### config.mk
export PLATFORM = sky130hd
export DESIGN_NAME = lpu_ctrl
export DESIGN_NICKNAME = d
export VERILOG_FILES = /design/src/lpu_pkg.sv /design/src/lpu_ctrl.sv
export SDC_FILE = /design/constraint.sdc
export NUM_CORES = 1
export LEC_CHECK = 0
export BUFFER_PORTS_ARGS = -buffer_cell sky130_fd_sc_hd__buf_2
export CORE_MARGIN = 2
export CORE_UTILIZATION = 35
export DETAILED_ROUTE_END_ITERATION = 12
export PLACE_DENSITY = 0.52
export SLEW_MARGIN = 20
export SYNTH_ARGS = -nofsm -noshare
export SYNTH_HDL_FRONTEND = slang
export SYNTH_SLANG_ARGS = --single-unit
export TNS_END_PERCENT = 30
### constraint.sdc
create_clock -name i_clk -period 1.9 [get_ports i_clk]
set_clock_uncertainty 0.1 [all_clocks]
set_input_delay 0.57 -clock i_clk [delete_from_list [all_inputs] [get_ports i_clk]]
set_output_delay 0.57 -clock i_clk [all_outputs]
set_load 0.1 [all_outputs]
### src/lpu_pkg.sv
`timescale 1ns / 1ps

package lpu_pkg;

    localparam logic [1:0] OP_KICK    = 2'd0;
    localparam logic [1:0] OP_DRIFT   = 2'd1;
    localparam logic [1:0] OP_MEASURE = 2'd2;

    localparam logic [2:0] REG_PERIOD_LEN      = 3'd0;
    localparam logic [2:0] REG_CELL_WIDTH      = 3'd1;
    localparam logic [2:0] REG_STEP_FRACTION   = 3'd2;
    localparam logic [2:0] REG_FIXED_STEP      = 3'd3;
    localparam logic [2:0] REG_ADAPTIVE_ENABLE = 3'd4;

    localparam logic [30:0] RST_PERIOD_LEN    = 31'd4194304;
    localparam logic [30:0] RST_CELL_WIDTH    = 31'd65536;
    localparam logic [16:0] RST_STEP_FRACTION = 17'd32768;
    localparam logic [30:0] RST_FIXED_STEP    = 31'd655;

    // numerator of the adaptive step is step_fraction * cell_width
    localparam int NUM_W       = 48;
    localparam int DIV_STEPS   = NUM_W;
    localparam int DIV_CNT_W   = $clog2(DIV_STEPS);

    typedef struct packed {
        logic [1:0]         op;
        logic signed [31:0] position;
        logic signed [31:0] velocity;
        logic signed [31:0] acceleration;
        logic [30:0]        step_size;
        logic               last_item;
    } t_in_item;

    typedef struct packed {
        logic signed [31:0] new_position;
        logic signed [31:0] new_velocity;
        logic [30:0]        next_step;
        logic               step_valid;
    } t_out_item;

    typedef struct packed {
        logic [2:0]  index;
        logic [31:0] value;
    } t_cfg_wr;

    typedef struct packed {
        logic [30:0] period_len;
        logic [30:0] cell_width;
        logic [16:0] step_fraction;
        logic [30:0] fixed_step;
        logic        adaptive_enable;
    } t_cfg;

    typedef struct packed {
        logic capture;
        logic div_step;
        logic out_load;
    } t_cmd;

    typedef struct packed {
        logic need_div;
    } t_status;

endpackage

### src/lpu_ctrl.sv
`timescale 1ns / 1ps

module lpu_ctrl (
    input  logic              i_clk,
    input  logic              i_rst_n,
    input  logic              i_in_valid,
    output logic              o_in_ready,
    output logic              o_out_valid,
    input  logic              i_out_ready,
    input  lpu_pkg::t_status  i_status,
    output lpu_pkg::t_cmd     o_cmd
);

    localparam logic [1:0] S_IDLE = 2'd0;
    localparam logic [1:0] S_DIV  = 2'd1;
    localparam logic [1:0] S_FIN  = 2'd2;

    localparam logic [lpu_pkg::DIV_CNT_W-1:0] CNT_LAST =
        lpu_pkg::DIV_CNT_W'(lpu_pkg::DIV_STEPS - 1);

    logic [1:0]                    r_state, n_state;
    logic [lpu_pkg::DIV_CNT_W-1:0] r_cnt, n_cnt;
    logic                          r_out_valid, n_out_valid;
    logic                          out_free;

    assign out_free    = !r_out_valid || i_out_ready;
    assign o_in_ready  = (r_state == S_IDLE);
    assign o_out_valid = r_out_valid;

    always_comb begin
        n_state      = r_state;
        n_cnt        = r_cnt;
        o_cmd        = '0;
        unique case (r_state)
            S_IDLE: begin
                if (i_in_valid) begin
                    o_cmd.capture = 1'b1;
                    n_cnt         = '0;
                    n_state       = i_status.need_div ? S_DIV : S_FIN;
                end
            end
            S_DIV: begin
                o_cmd.div_step = 1'b1;
                n_cnt          = r_cnt + 1'b1;
                if (r_cnt == CNT_LAST) begin
                    n_state = S_FIN;
                end
            end
            S_FIN: begin
                if (out_free) begin
                    o_cmd.out_load = 1'b1;
                    n_state        = S_IDLE;
                end
            end
            default: n_state = S_IDLE;
        endcase
        n_out_valid = o_cmd.out_load ? 1'b1 : (i_out_ready ? 1'b0 : r_out_valid);
    end

    always_ff @(posedge i_clk) begin
        if (!i_rst_n) begin
            r_state     <= S_IDLE;
            r_cnt       <= '0;
            r_out_valid <= 1'b0;
        end else begin
            r_state     <= n_state;
            r_cnt       <= n_cnt;
            r_out_valid <= n_out_valid;
        end
    end

endmodule

==> flow_summary.ini <==
[floorplanning]
core_area_um2 = 1285
dieArea_um2 = 1653
row_count = 13
dieHeight_um = 40.66
start_util = 0.3661
die_w_um = 40.66
ios = 10

[timing]
hold_viol_final = 0
clock.fmax_ghz = 0.5132
rsz0062_at_grt = yes
tightest_slew_ns = 0.4824
post-route-min-period_ns = 1.948
timing.final.ws_setup_ns = -0.04840
relSlewSlack = 0.6806
drv_slew = 0
fin_crit_sh = 1.025
setup_viol = 1

[cts]
clock-sinks = 9
htreeDepth = 1
clk_pin_slew_ns = 0.06
cts_root_buf = clkbuf_4
cts_buffers = 3
clock_path_buffers = 2
clk_latency_ns = 0.26
cts_tree = done

[finish]
layout-drive-gt1-share = 0.4265
nFillCells = 133
diodes = 0
utilization = 0.5190
finalNonFillerCells = 83
seq_area_um2 = 181.4
areaGrowthSynthToFinish_pct = 41.76
multi_input_area_um2 = 291.5
fin_nets = 75

[detailed_routing]
ant_nets = 0
viasPerCell = 5.036
vias = 418
wl_um = 942
firstDrtPassIters = 4
drc = 0
drt-initial-drc-count = 4
wire_per_inst_um = 11.35

[critical_path]
ff2ff_setup_slack_ns = 0.45
r2r-end = r_cnt[3]
cp_slowest_cell = or3b_4
crit_type = in2out
worstPathRequired_ns = 1.23
cpPeakStageDelay_ns = 0.38
worstSetupStartpoint = i_in_valid
r2r_cells = 6
cp_max_fo = 2
worstSetupStartpointType = primary input
end_kind = output port
crit_arrival_ns = 1.28
crit_chain = buf_6 -> or3b_4 -> clkinvlp_4 -> buf_12
rr_startpoint = r_state[1]

[synthesis]
postSynthCellCount = 52
yosysSeqAreaShare = 0.3830
synth_edf_count = 0
netlist_area_um2 = 470.5
synth.area.top_cells = dfxtp_1 38%, nand3_1 5.3%, a21boi_0 3.2%
ys_ff_latch = 9
synth_top_area_frac = 0.3830
yosys_warnings = 0
synth_largest_area_cell = dfxtp_1
synth.net_count = 58
synth_cell_types = 31
ys.flop_type = dfxtp_1
syn_avg_cell_area_um2 = 9.047
synth-async-reset-ratio = 0

[grt]
grt_max_degree = 11
grt_pass1_wl_mm = 1.428
overflow = 0
grt_usage = 0.1471
grt_antenna_before_repair = 0
grt_pass1_vias = 331

[place]
hpwl_um = 712.9
placedCellCount = 79
portBuffers = 9
gp_congestion = 0.7403

[pwr]
vdd_drop_max_mv = 0.5272
seqPwrFrac = 0.387
power.share.clock = 0.285
sw_frac_of_total = 0.3549
power.density_nw_per_um2 = 782.9
p_comb_frac = 0.328
p_int_uw = 336.8
p_sw_uw = 185.3
p_leak_uw = 0.0002962

[hold_path]
whs_path_depth = 2
min_path_type = reg2reg
hold_end = r_cnt[5]
min-delay-start = r_cnt[5]

[status]
failed_checks = negative setup slack
outcome = finished, violations left

[run]
drv_cap = 0
==> placed cells by master, fill, tap and decap left out, types with 2 or more instances in the layout <==
| cell | n |
|---|---|
| nand3_1 | 5 |
| dfxtp_1 | 8 |
| nand2b_1 | 2 |
| and2_1 | 2 |
| a21oi_1 | 2 |
| buf_12 | 3 |
| nand2_1 | 3 |
| a21boi_0 | 2 |
| clkbuf_4 | 3 |
| buf_2 | 4 |
| buf_4 | 6 |
==> per-layer routing <==
layer | share of wire | wire length, µm | vias to the layer above | GRT usage
li1 | - | - | 220 | -
met1 | 0.48 | 448 | 188 | 0.1678
met2 | 0.45 | 426 | 8 | 0.2063
met3 | 0.042 | 40 | 2 | 0.04891
met4 | 0.028 | 26 | 0 | 0.1500
met5 | 0 | 0 | - | 0
==> Yosys cell counts, types with 2 or more instances <==
cell and count:
a21boi_0 2, a21oi_1 2, and2_1 2, dfxtp_1 9, inv_1 2, nand2_1 3
nand2b_1 2, nand3_1 5, nor2_1 2, nor2b_1 2
==> logic make-up after synthesis <==
group	share of synthesized area
and+or+nand+nor	0.3378
muxes	0.02128
buffers and inverters	0.03990
AOI/OAI and AO/OA	0.1915
DFF	0.3830
adders and majority gates	0.02659
==> critical path: cells and delay by family <==
kind          cells  cell delay (ns)
simple gates      1             0.38
buf+inv           3             0.32
==> per-stage QoR <==
step	power [µW]	setup slack, ns	hold WS [ns]	TNS (ns)	area [µm²]
final	522.1	-0.04840	0.4052	-0.04840	666.9
after global routing	548.9	-0.06751	0.4521	-0.06751	666.9
after CTS	532.6	-0.05431	0.4122	-0.05431	666.9
after detailed placement	366.7	-0.1869	0.4038	-0.1869	611.8
after global placement	366.3	-0.1834	0.3906	-0.1834	611.8
after floorplan	316.0	-0.2131	0.3664	-0.3991	476.7
==> worst max path at each step <==
stage,slack (ns),end
after floorplan,-0.21,o_cmd[0]
after global placement,-0.18,o_cmd[2]
after detailed placement,-0.19,o_cmd[2]
after CTS,-0.05,o_cmd[2]
after global routing,-0.07,o_cmd[2]
final,-0.05,o_cmd[2]
==> final cells by class <==
type                    instances  area share
flip-flops and latches          9      0.2720
repair buffers                 14      0.2045
clock buffers                   3     0.03377
inverters                       2     0.01689
clock inverters                 1    0.007505
well taps                      15     0.02814
multi-input cells              39      0.4371
==> power groups by stage <==
stage,Combinational [µW],Sequential (µW),Clock [µW]
after floorplan,98.5,218,0
after global placement,161,206,0
after detailed placement,161,206,0
after CTS,173,202,158
after global routing,180,203,166
final,171,202,149
==> sequential cells by signal (all words and copies together) (netlist names) <==
| name | count |
|---|---|
| r_cnt | 6 |
| o_out_valid | 1 |
| r_state | 2 |
==> what timing repair did <==
action,CTS,global route
hold buffers,0,0
setup buffers,0,0
cloned,0,0
endpoints found under the setup margin,4,1
pin swaps,0,0
gates resized for setup,9,0
(Power assumes the default switching activity.)
