<file path="src/lpu_pkg.sv">
`timescale 1ns / 1ps

package lpu_pkg;

    localparam logic [1:0] OP_KICK    = 2'd0;
    localparam logic [1:0] OP_DRIFT   = 2'd1;
    localparam logic [1:0] OP_MEASURE = 2'd2;

    localparam logic [2:0] REG_PERIOD_LEN      = 3'd0;
    localparam logic [2:0] REG_CELL_WIDTH      = 3'd1;
    localparam logic [2:0] REG_STEP_FRACTION   = 3'd2;
    localparam logic [2:0] REG_FIXED_STEP      = 3'd3;
    localparam logic [2:0] REG_ADAPTIVE_ENABLE = 3'd4;

    localparam logic [30:0] RST_PERIOD_LEN    = 31'd4194304;
    localparam logic [30:0] RST_CELL_WIDTH    = 31'd65536;
    localparam logic [16:0] RST_STEP_FRACTION = 17'd32768;
    localparam logic [30:0] RST_FIXED_STEP    = 31'd655;

    // numerator of the adaptive step is step_fraction * cell_width
    localparam int NUM_W       = 48;
    localparam int DIV_STEPS   = NUM_W;
    localparam int DIV_CNT_W   = $clog2(DIV_STEPS);

    typedef struct packed {
        logic [1:0]         op;
        logic signed [31:0] position;
        logic signed [31:0] velocity;
        logic signed [31:0] acceleration;
        logic [30:0]        step_size;
        logic               last_item;
    } t_in_item;

    typedef struct packed {
        logic signed [31:0] new_position;
        logic signed [31:0] new_velocity;
        logic [30:0]        next_step;
        logic               step_valid;
    } t_out_item;

    typedef struct packed {
        logic [2:0]  index;
        logic [31:0] value;
    } t_cfg_wr;

    typedef struct packed {
        logic [30:0] period_len;
        logic [30:0] cell_width;
        logic [16:0] step_fraction;
        logic [30:0] fixed_step;
        logic        adaptive_enable;
    } t_cfg;

    typedef struct packed {
        logic capture;
        logic div_step;
        logic out_load;
    } t_cmd;

    typedef struct packed {
        logic need_div;
    } t_status;

endpackage

</file>
<file path="src/lpu_cfg_regs.sv">
`timescale 1ns / 1ps

module lpu_cfg_regs (
    input  logic              i_clk,
    input  logic              i_rst_n,
    input  logic              i_wr_valid,
    input  lpu_pkg::t_cfg_wr  i_wr,
    output logic              o_wr_ready,
    output lpu_pkg::t_cfg     o_cfg
);

    lpu_pkg::t_cfg r_cfg;

    assign o_wr_ready = 1'b1;
    assign o_cfg      = r_cfg;

    always_ff @(posedge i_clk) begin
        if (!i_rst_n) begin
            r_cfg.period_len      <= lpu_pkg::RST_PERIOD_LEN;
            r_cfg.cell_width      <= lpu_pkg::RST_CELL_WIDTH;
            r_cfg.step_fraction   <= lpu_pkg::RST_STEP_FRACTION;
            r_cfg.fixed_step      <= lpu_pkg::RST_FIXED_STEP;
            r_cfg.adaptive_enable <= 1'b0;
        end else if (i_wr_valid) begin
            unique case (i_wr.index)
                lpu_pkg::REG_PERIOD_LEN:      r_cfg.period_len      <= i_wr.value[30:0];
                lpu_pkg::REG_CELL_WIDTH:      r_cfg.cell_width      <= i_wr.value[30:0];
                lpu_pkg::REG_STEP_FRACTION:   r_cfg.step_fraction   <= i_wr.value[16:0];
                lpu_pkg::REG_FIXED_STEP:      r_cfg.fixed_step      <= i_wr.value[30:0];
                lpu_pkg::REG_ADAPTIVE_ENABLE: r_cfg.adaptive_enable <= i_wr.value[0];
                default: ;
            endcase
        end
    end

endmodule

</file>
<file path="config.mk">
export PLATFORM = sky130hd
export DESIGN_NAME = lpu_cfg_regs
export DESIGN_NICKNAME = d
export VERILOG_FILES = /design/src/lpu_pkg.sv /design/src/lpu_cfg_regs.sv
export SDC_FILE = /design/constraint.sdc
export NUM_CORES = 1
export LEC_CHECK = 0
export BUFFER_PORTS_ARGS = -buffer_cell sky130_fd_sc_hd__buf_4
export CORE_AREA = 5 5 104 106
export CTS_CLUSTER_SIZE = 20
export DETAILED_ROUTE_END_ITERATION = 10
export DIE_AREA = 0 0 109 111
export PLACE_DENSITY = 0.76
export SLEW_MARGIN = 20
export SYNTH_ARGS = -nofsm -noshare
export SYNTH_HDL_FRONTEND = slang
export SYNTH_SLANG_ARGS = --single-unit
</file>
<file path="constraint.sdc">
create_clock -name i_clk -period 0.84 [get_ports i_clk]
set_input_delay 0.084 -clock i_clk [delete_from_list [all_inputs] [get_ports i_clk]]
set_output_delay 0.084 -clock i_clk [all_outputs]
set_load 0.01 [all_outputs]
</file>
==> metrics.md, run 1 <==
| Metric | Value |
|---|---|
| Max reg flops | `around 110` |
| Initial cell density of the core | `around 44%` |
| Syn_nets | `around 450` |
| Die Y | `111 um` |
| Port Buffers | `about 150` |
| Die area | `approximately 0.012 mm^2` |
| DP HPWL | `between 7000 and 8000 um` |
| Max clock buf depth | `2` |
| Final Setup Violations | `between 100 and 150` |
| Layout cells sized above 1 | `between 50% and 60%` |
| Final ANT Viol Nets | `0` |
| Final period util | `111%` |
| P per Cell Area | `between 1500 and 2000 mW/mm^2` |
| Net count, final | `about 630` |
| RSZ-0062 raised after global routing | `true` |
| DR vias/cell | `~4.8` |
| Critical path, cell by cell | `buf_6` |
| Synth warn | `0` |
| Final hold violations | `0` |
| CP peak stage delay | `~0.37 ns` |
| Register area share after synthesis | `52.6%` |
| Mapped cell area | `roughly 0.0042 mm^2` |
| Clock slew at reported path FFs | `roughly 0.10 ns` |
| Arrival time worst endpoint | `~0.85 ns` |
| Max Freq | `1080 MHz` |
| Core area | `0.00968 mm^2` |
| WL per Instance | `roughly 16 um` |
| Maximum vdd drop | `between 0.8 and 0.9 mV` |
| Routed wire length | `about 12000 um` |
| Crit end category | `primary output` |
| Max-Cap Viols | `0` |
| I/O pins | `150` |
| Clock root cell | `clkbuf_8` |
| Fin Clk Skew | `0 ns` |
| Leakage | `about 3.2 nW` |
| Final worst slack | `-0.0893 ns` |
| Status | `complete, but fails checks` |
| Pin count of the biggest net entering global routing | `39` |
| Die W | `109 um` |
| CP delay by family, top | `flip-flops` |
| GPL Wtd Cong | `between 0.7 and 0.8` |
| Vias | `roughly 3.5k` |
| HP Class | `in2reg` |
| Initial antenna violation count | `0` |
| Failing checks | `negative setup slack` |
| DRC viols | `0` |
| H-tree Lvls | `3` |
| Worst skew pair latency | `0.37 ns` |
| CTS tree | `done` |
| Tot GR Track Use | `between 10% and 20%` |
| Final Max Slew Viols | `0` |
| Number of global-route vias before repair | `3679` |
| Antenna cells | `0` |
| Router iterations before antenna repair | `4` |
| Req. time, crit path | `0.76 ns` |
| Critical path class | `reg2out` |
| Synth unique cells | `14` |
| Yosys reg bits | `111` |
| Min Clock Period, post-route | `0.929 ns` |
| Site Rows | `36` |
| DRT iter0 DRCs | `115` |
| WP buf/inv | `1` |
| Startpoint types | `register` |
| GRT overflow | `0` |
| CTS Sinks | `about 110` |
| Hold slack | `about 0.010 ns` |
| Tot Pwr | `around 10 mW` |
| Crit-path max FO | `2` |
| Global-route wire length before repair | `approximately 19000 um` |
| Post-Syn Instances | `around 400` |
| Clock buffer count from CTS | `9` |
| Slowest stage cell on the critical path | `dfxtp_2` |
| Syn_area_per_cell | `around 10 um^2` |
| Layout area overhead | `57.0%` |
final cells by class:
type	count	area, um^2
Fill cell	702	3050
Multi-Input combinational cell	269	1810
Sequential cell	111	2360
Tap cell	133	166
Timing Repair Buffer	202	2080
Clock buffer	12	145
Clock inverter	3	67.6
synthesized netlist by cell type, drive strengths merged:
| cell | instances | area share [%] |
|---|---|---|
| buf | 24 | 4.0 |
| dfxtp | 111 | 53 |
| and4b | 1 | 0.27 |
| conb | 1 | 0.089 |
| nand4b | 1 | 0.21 |
| nor4b | 1 | 0.56 |
| clkbuf | 7 | 0.62 |
| and4bb | 1 | 0.30 |
| nand4bb | 2 | 0.53 |
| nor2b | 18 | 2.7 |
| nand2 | 133 | 12 |
| mux2i | 111 | 26 |
layer usage:
metal  GRT usage, %  vias up  part of all wire, %
met1           21.3     1653                   38
met4           7.83        0                  2.1
met2           35.6      122                   53
met5              0        -                    0
met3           5.13       21                  6.7
li1               -     1708                    -
placed cells by master (no fill, tap or decap), drive strengths merged:
| cell type | Yosys | routed |
|---|---|---|
| and4b | 1 | 1 |
| and4bb | 1 | 1 |
| buf | 24 | 188 |
| bufinv | 0 | 2 |
| clkbuf | 7 | 12 |
| clkinvlp | 0 | 1 |
| conb | 1 | 1 |
| dfxtp | 111 | 111 |
| dlygate4sd3 | 0 | 14 |
| mux2i | 111 | 111 |
| nand2 | 133 | 133 |
| nand4b | 1 | 1 |
| nand4bb | 2 | 2 |
| nor2b | 18 | 18 |
| nor4b | 1 | 1 |
power by group:
part	internal [mW]	switching [mW]
clock	1.75	1.71
combinational	0.630	0.492
sequential	5.40	0.0896
total	7.78	2.29
stage by stage:
step	instances	instance area (um^2)	utilization, %	setup WS [ns]	TNS [ns]
final	730	6630	68.5	-0.0893	-7.09
after CTS	716	6530	67.4	-0.0993	-9.43
after global routing	730	6630	68.5	-0.130	-11.54
after detailed placement	684	5600	57.8	-0.331	-24.14
after floorplan	411	4230	-	-0.0839	-2.52
after global placement	684	5600	57.8	-0.255	-20.58
path summary, 6_finish.rpt:
| kind | slack, ns | depth (start not counted) | endpoint | startpoint |
|---|---|---|---|---|
| hold reg to reg | 0.47 | 2 | o_cfg[38] | o_cfg[38] |
| setup reg to reg | 0.07 | 3 | o_cfg[18] | o_cfg[18] |
| hold / removal | 0.01 | 3 | o_cfg[105] | i_wr[25] |
| setup / recovery | -0.09 | 1 | o_cfg[110] | o_cfg[110] |
logic make-up after synthesis:
logic type,share of synthesized area (%)
buffers and inverters,4.65
other,0.0888
multiplexers,26.3
flip-flops,52.6
AND/OR/NAND/NOR,16.4
timing repair:
action                                 in CTS  in global routing
setup buffers                               3                 14
hold buffers                               14                  0
endpoints found under the hold margin      20                  0
setup endpoints to repair                 111                111
gates resized for setup                   222                  0
(Power assumes the default switching activity.)
==> inputs of run 2 (changes only) <==
--- a/config.mk
+++ b/config.mk
@@ -11,6 +11,7 @@
 export DETAILED_ROUTE_END_ITERATION = 10
 export DIE_AREA = 0 0 109 111
 export PLACE_DENSITY = 0.76
+export SKIP_CTS_REPAIR_TIMING = 1
 export SLEW_MARGIN = 20
 export SYNTH_ARGS = -nofsm -noshare
 export SYNTH_HDL_FRONTEND = slang
==> metrics.md, run 2 (synthesized netlist as in run 1, its figures left out) <==
| Metric | Value |
|---|---|
| Vias | `3409 (-2.7%)` |
| Die area | `0.0121 mm^2 (unchanged)` |
| Most common cell after layout, fill and taps aside | `nand2_1` |
| Hold Crit Depth | `3 (unchanged)` |
| Clock root cell | `clkbuf_8` |
| Initial cell density of the core | `43.6% (unchanged)` |
| Final ANT Viol Nets | `0 (unchanged)` |
| RR Endpoint | `o_cfg[64]` |
| Status | `complete, but fails checks` |
| WP buf/inv | `1 (unchanged)` |
| GPL Wtd Cong | `0.777 (unchanged)` |
| Clock slew at reported path FFs | `0.10 ns (about the same)` |
| H-tree Lvls | `3 (unchanged)` |
| CTS Sinks | `111 (unchanged)` |
| Critical path class | `reg2out` |
| Layout cells sized above 1 | `53.3% (+0.33 points)` |
| Antenna cells | `0 (unchanged)` |
| Tot Pwr | `10.0 mW (-0.65%)` |
| Router iterations before antenna repair | `4 (unchanged)` |
| Die Y | `111 um (unchanged)` |
| Fin Setup TNS | `-6.87 ns (+0.211 ns)` |
| Startpoint types | `register` |
| CTS tree | `done` |
| Crit end category | `primary output` |
| Max clock buf depth | `2 (unchanged)` |
| DRT iter0 DRCs | `112 (-2.6%)` |
| Max reg flops | `111 (unchanged)` |
| Routed wire length | `11400 um (-1.8%)` |
| Die W | `109 um (unchanged)` |
| Failing checks | `negative hold slack, negative setup slack` |
| P per Cell Area | `1540 mW/mm^2 (+1.4%)` |
| Fin Clk Skew | `0 ns (unchanged)` |
| Max Freq | `1070 MHz (-0.24%)` |
| Core area | `0.00968 mm^2 (unchanged)` |
| Req. time, crit path | `0.76 ns (about the same)` |
| DR vias/cell | `4.77 (-0.67%)` |
| Tot GR Track Use | `17.7% (-2.0 points)` |
| Initial antenna violation count | `0 (unchanged)` |
| Max-Cap Viols | `0 (unchanged)` |
| Clock buffer count from CTS | `9 (unchanged)` |
| WL per Instance | `16.0 um (+0.22%)` |
| Register-to-register setup slack | `0.12 ns (+0.05 ns)` |
| DP HPWL | `7830 um (unchanged)` |
| HP Class | `in2reg` |
| Worst r2r src | `o_cfg[64]` |
| GRT overflow | `0 (unchanged)` |
| CP delay by family, top | `flip-flops` |
| I/O pins | `150 (unchanged)` |
| FF-to-FF path depth | `3 (unchanged)` |
| CP peak stage delay | `0.37 ns (about the same)` |
| Critical path, cell by cell | `buf_6` |
| Global-route wire length before repair | `16800 um (-9.5%)` |
| Crit-path max FO | `2 (unchanged)` |
| Arrival time worst endpoint | `0.85 ns (about the same)` |
| Number of global-route vias before repair | `3387 (-7.9%)` |
| Worst skew pair latency | `0.37 ns (about the same)` |
| Final Instance Count excl. Fillers | `715 (-2.1%)` |
| DRC viols | `0 (unchanged)` |
| Most frequent cells in the layout | `nand2_1 (133), mux2i_1 (111), dfxtp_2 (111), buf_6 (111), buf_4 (62)` |
| CP Launch Point | `o_cfg[32]` |
| Port Buffers | `147 (unchanged)` |
| RSZ-0062 raised after global routing | `true` |
| Final Setup Violations | `111 (unchanged)` |
| Site Rows | `36 (unchanged)` |
| Maximum vdd drop | `0.835 mV (-2.9%)` |
| WHS Endpoint | `o_cfg[2]` |
| Hold slack | `-0.00474 ns (-0.0147 ns)` |
| Leakage | `3.12 nW (-2.2%)` |
| Final Max Slew Viols | `0 (unchanged)` |
| Final worst slack | `-0.0916 ns (-0.00225 ns)` |
| Layout area overhead | `53.8%` |
| Slowest stage cell on the critical path | `dfxtp_2` |
| DP Cell Count | `684 (unchanged)` |
| Final hold violations | `3 (+3)` |
| End-of-flow core utilization | `67.1% (-1.4 points)` |
| Hold path startpoint | `i_wr[1]` |
| Min Clock Period, post-route | `0.932 ns (+0.00225 ns)` |
| Pin count of the biggest net entering global routing | `39 (unchanged)` |
| Net count, final | `616 (-2.4%)` |
| Final period util | `111% (+0.27 points)` |
==> run 2: cell types whose count changed in the layout (fill, tap and decap cells not counted), sizes merged <==
cell / previous run / this run
dlygate4sd3: 14 / 5
buf: 188 / 182
==> run 2: per-layer routing <==
| metal | up-vias | share of wire (%) | global-route usage (%) |
|---|---|---|---|
| li1 | 1673 | - | - |
| met2 | 97 | 53 | 30.5 |
| met1 | 1623 | 38 | 20.5 |
| met5 | - | 0 | 0 |
| met3 | 16 | 6.7 | 4.54 |
| met4 | 0 | 1.8 | 7.07 |
==> run 2: metrics by stage <==
step	worst slack (ns)	cell area [um^2]
after floorplan	-0.0839	4230
final	-0.0916	6500
after CTS	-0.142	5810
after detailed placement	-0.331	5600
after global routing	-0.133	6500
after global placement	-0.255	5600
==> run 2: power breakdown <==
group | total [mW] | switching, mW | internal, mW
registers | 5.49 | 0.0902 | 5.40
clock network | 3.44 | 1.69 | 1.75
logic | 1.08 | 0.483 | 0.596
total | 10.0 | 2.26 | 7.74
==> run 2: worst max-delay path by stage <==
stage / endpoint / slack (ns) / cells past startpoint
6_report: o_cfg[32] / -0.09 / 1
5_1_grt: o_cfg[80] / -0.13 / 1
4_1_cts: o_cfg[87] / -0.14 / 1
3_5_place_dp: o_cfg[109] / -0.33 / 4
3_3_place_gp: o_cfg[94] / -0.25 / 4
2_1_floorplan: o_cfg[86] / -0.08 / 3
==> run 2: area by class of cell <==
cell class,count,area (um^2)
Clock inverter,3,67.6
Fill cell,722,3190
Tap cell,133,166
Multi-Input combinational cell,269,1810
Sequential cell,111,2360
Clock buffer,12,145
Timing Repair Buffer,187,1950
==> run 2: worst min-delay path, cell delays in order <==
cell and delay (ns):
buf_4 0.09, nor2b_1 0.04, mux2i_1 0.11
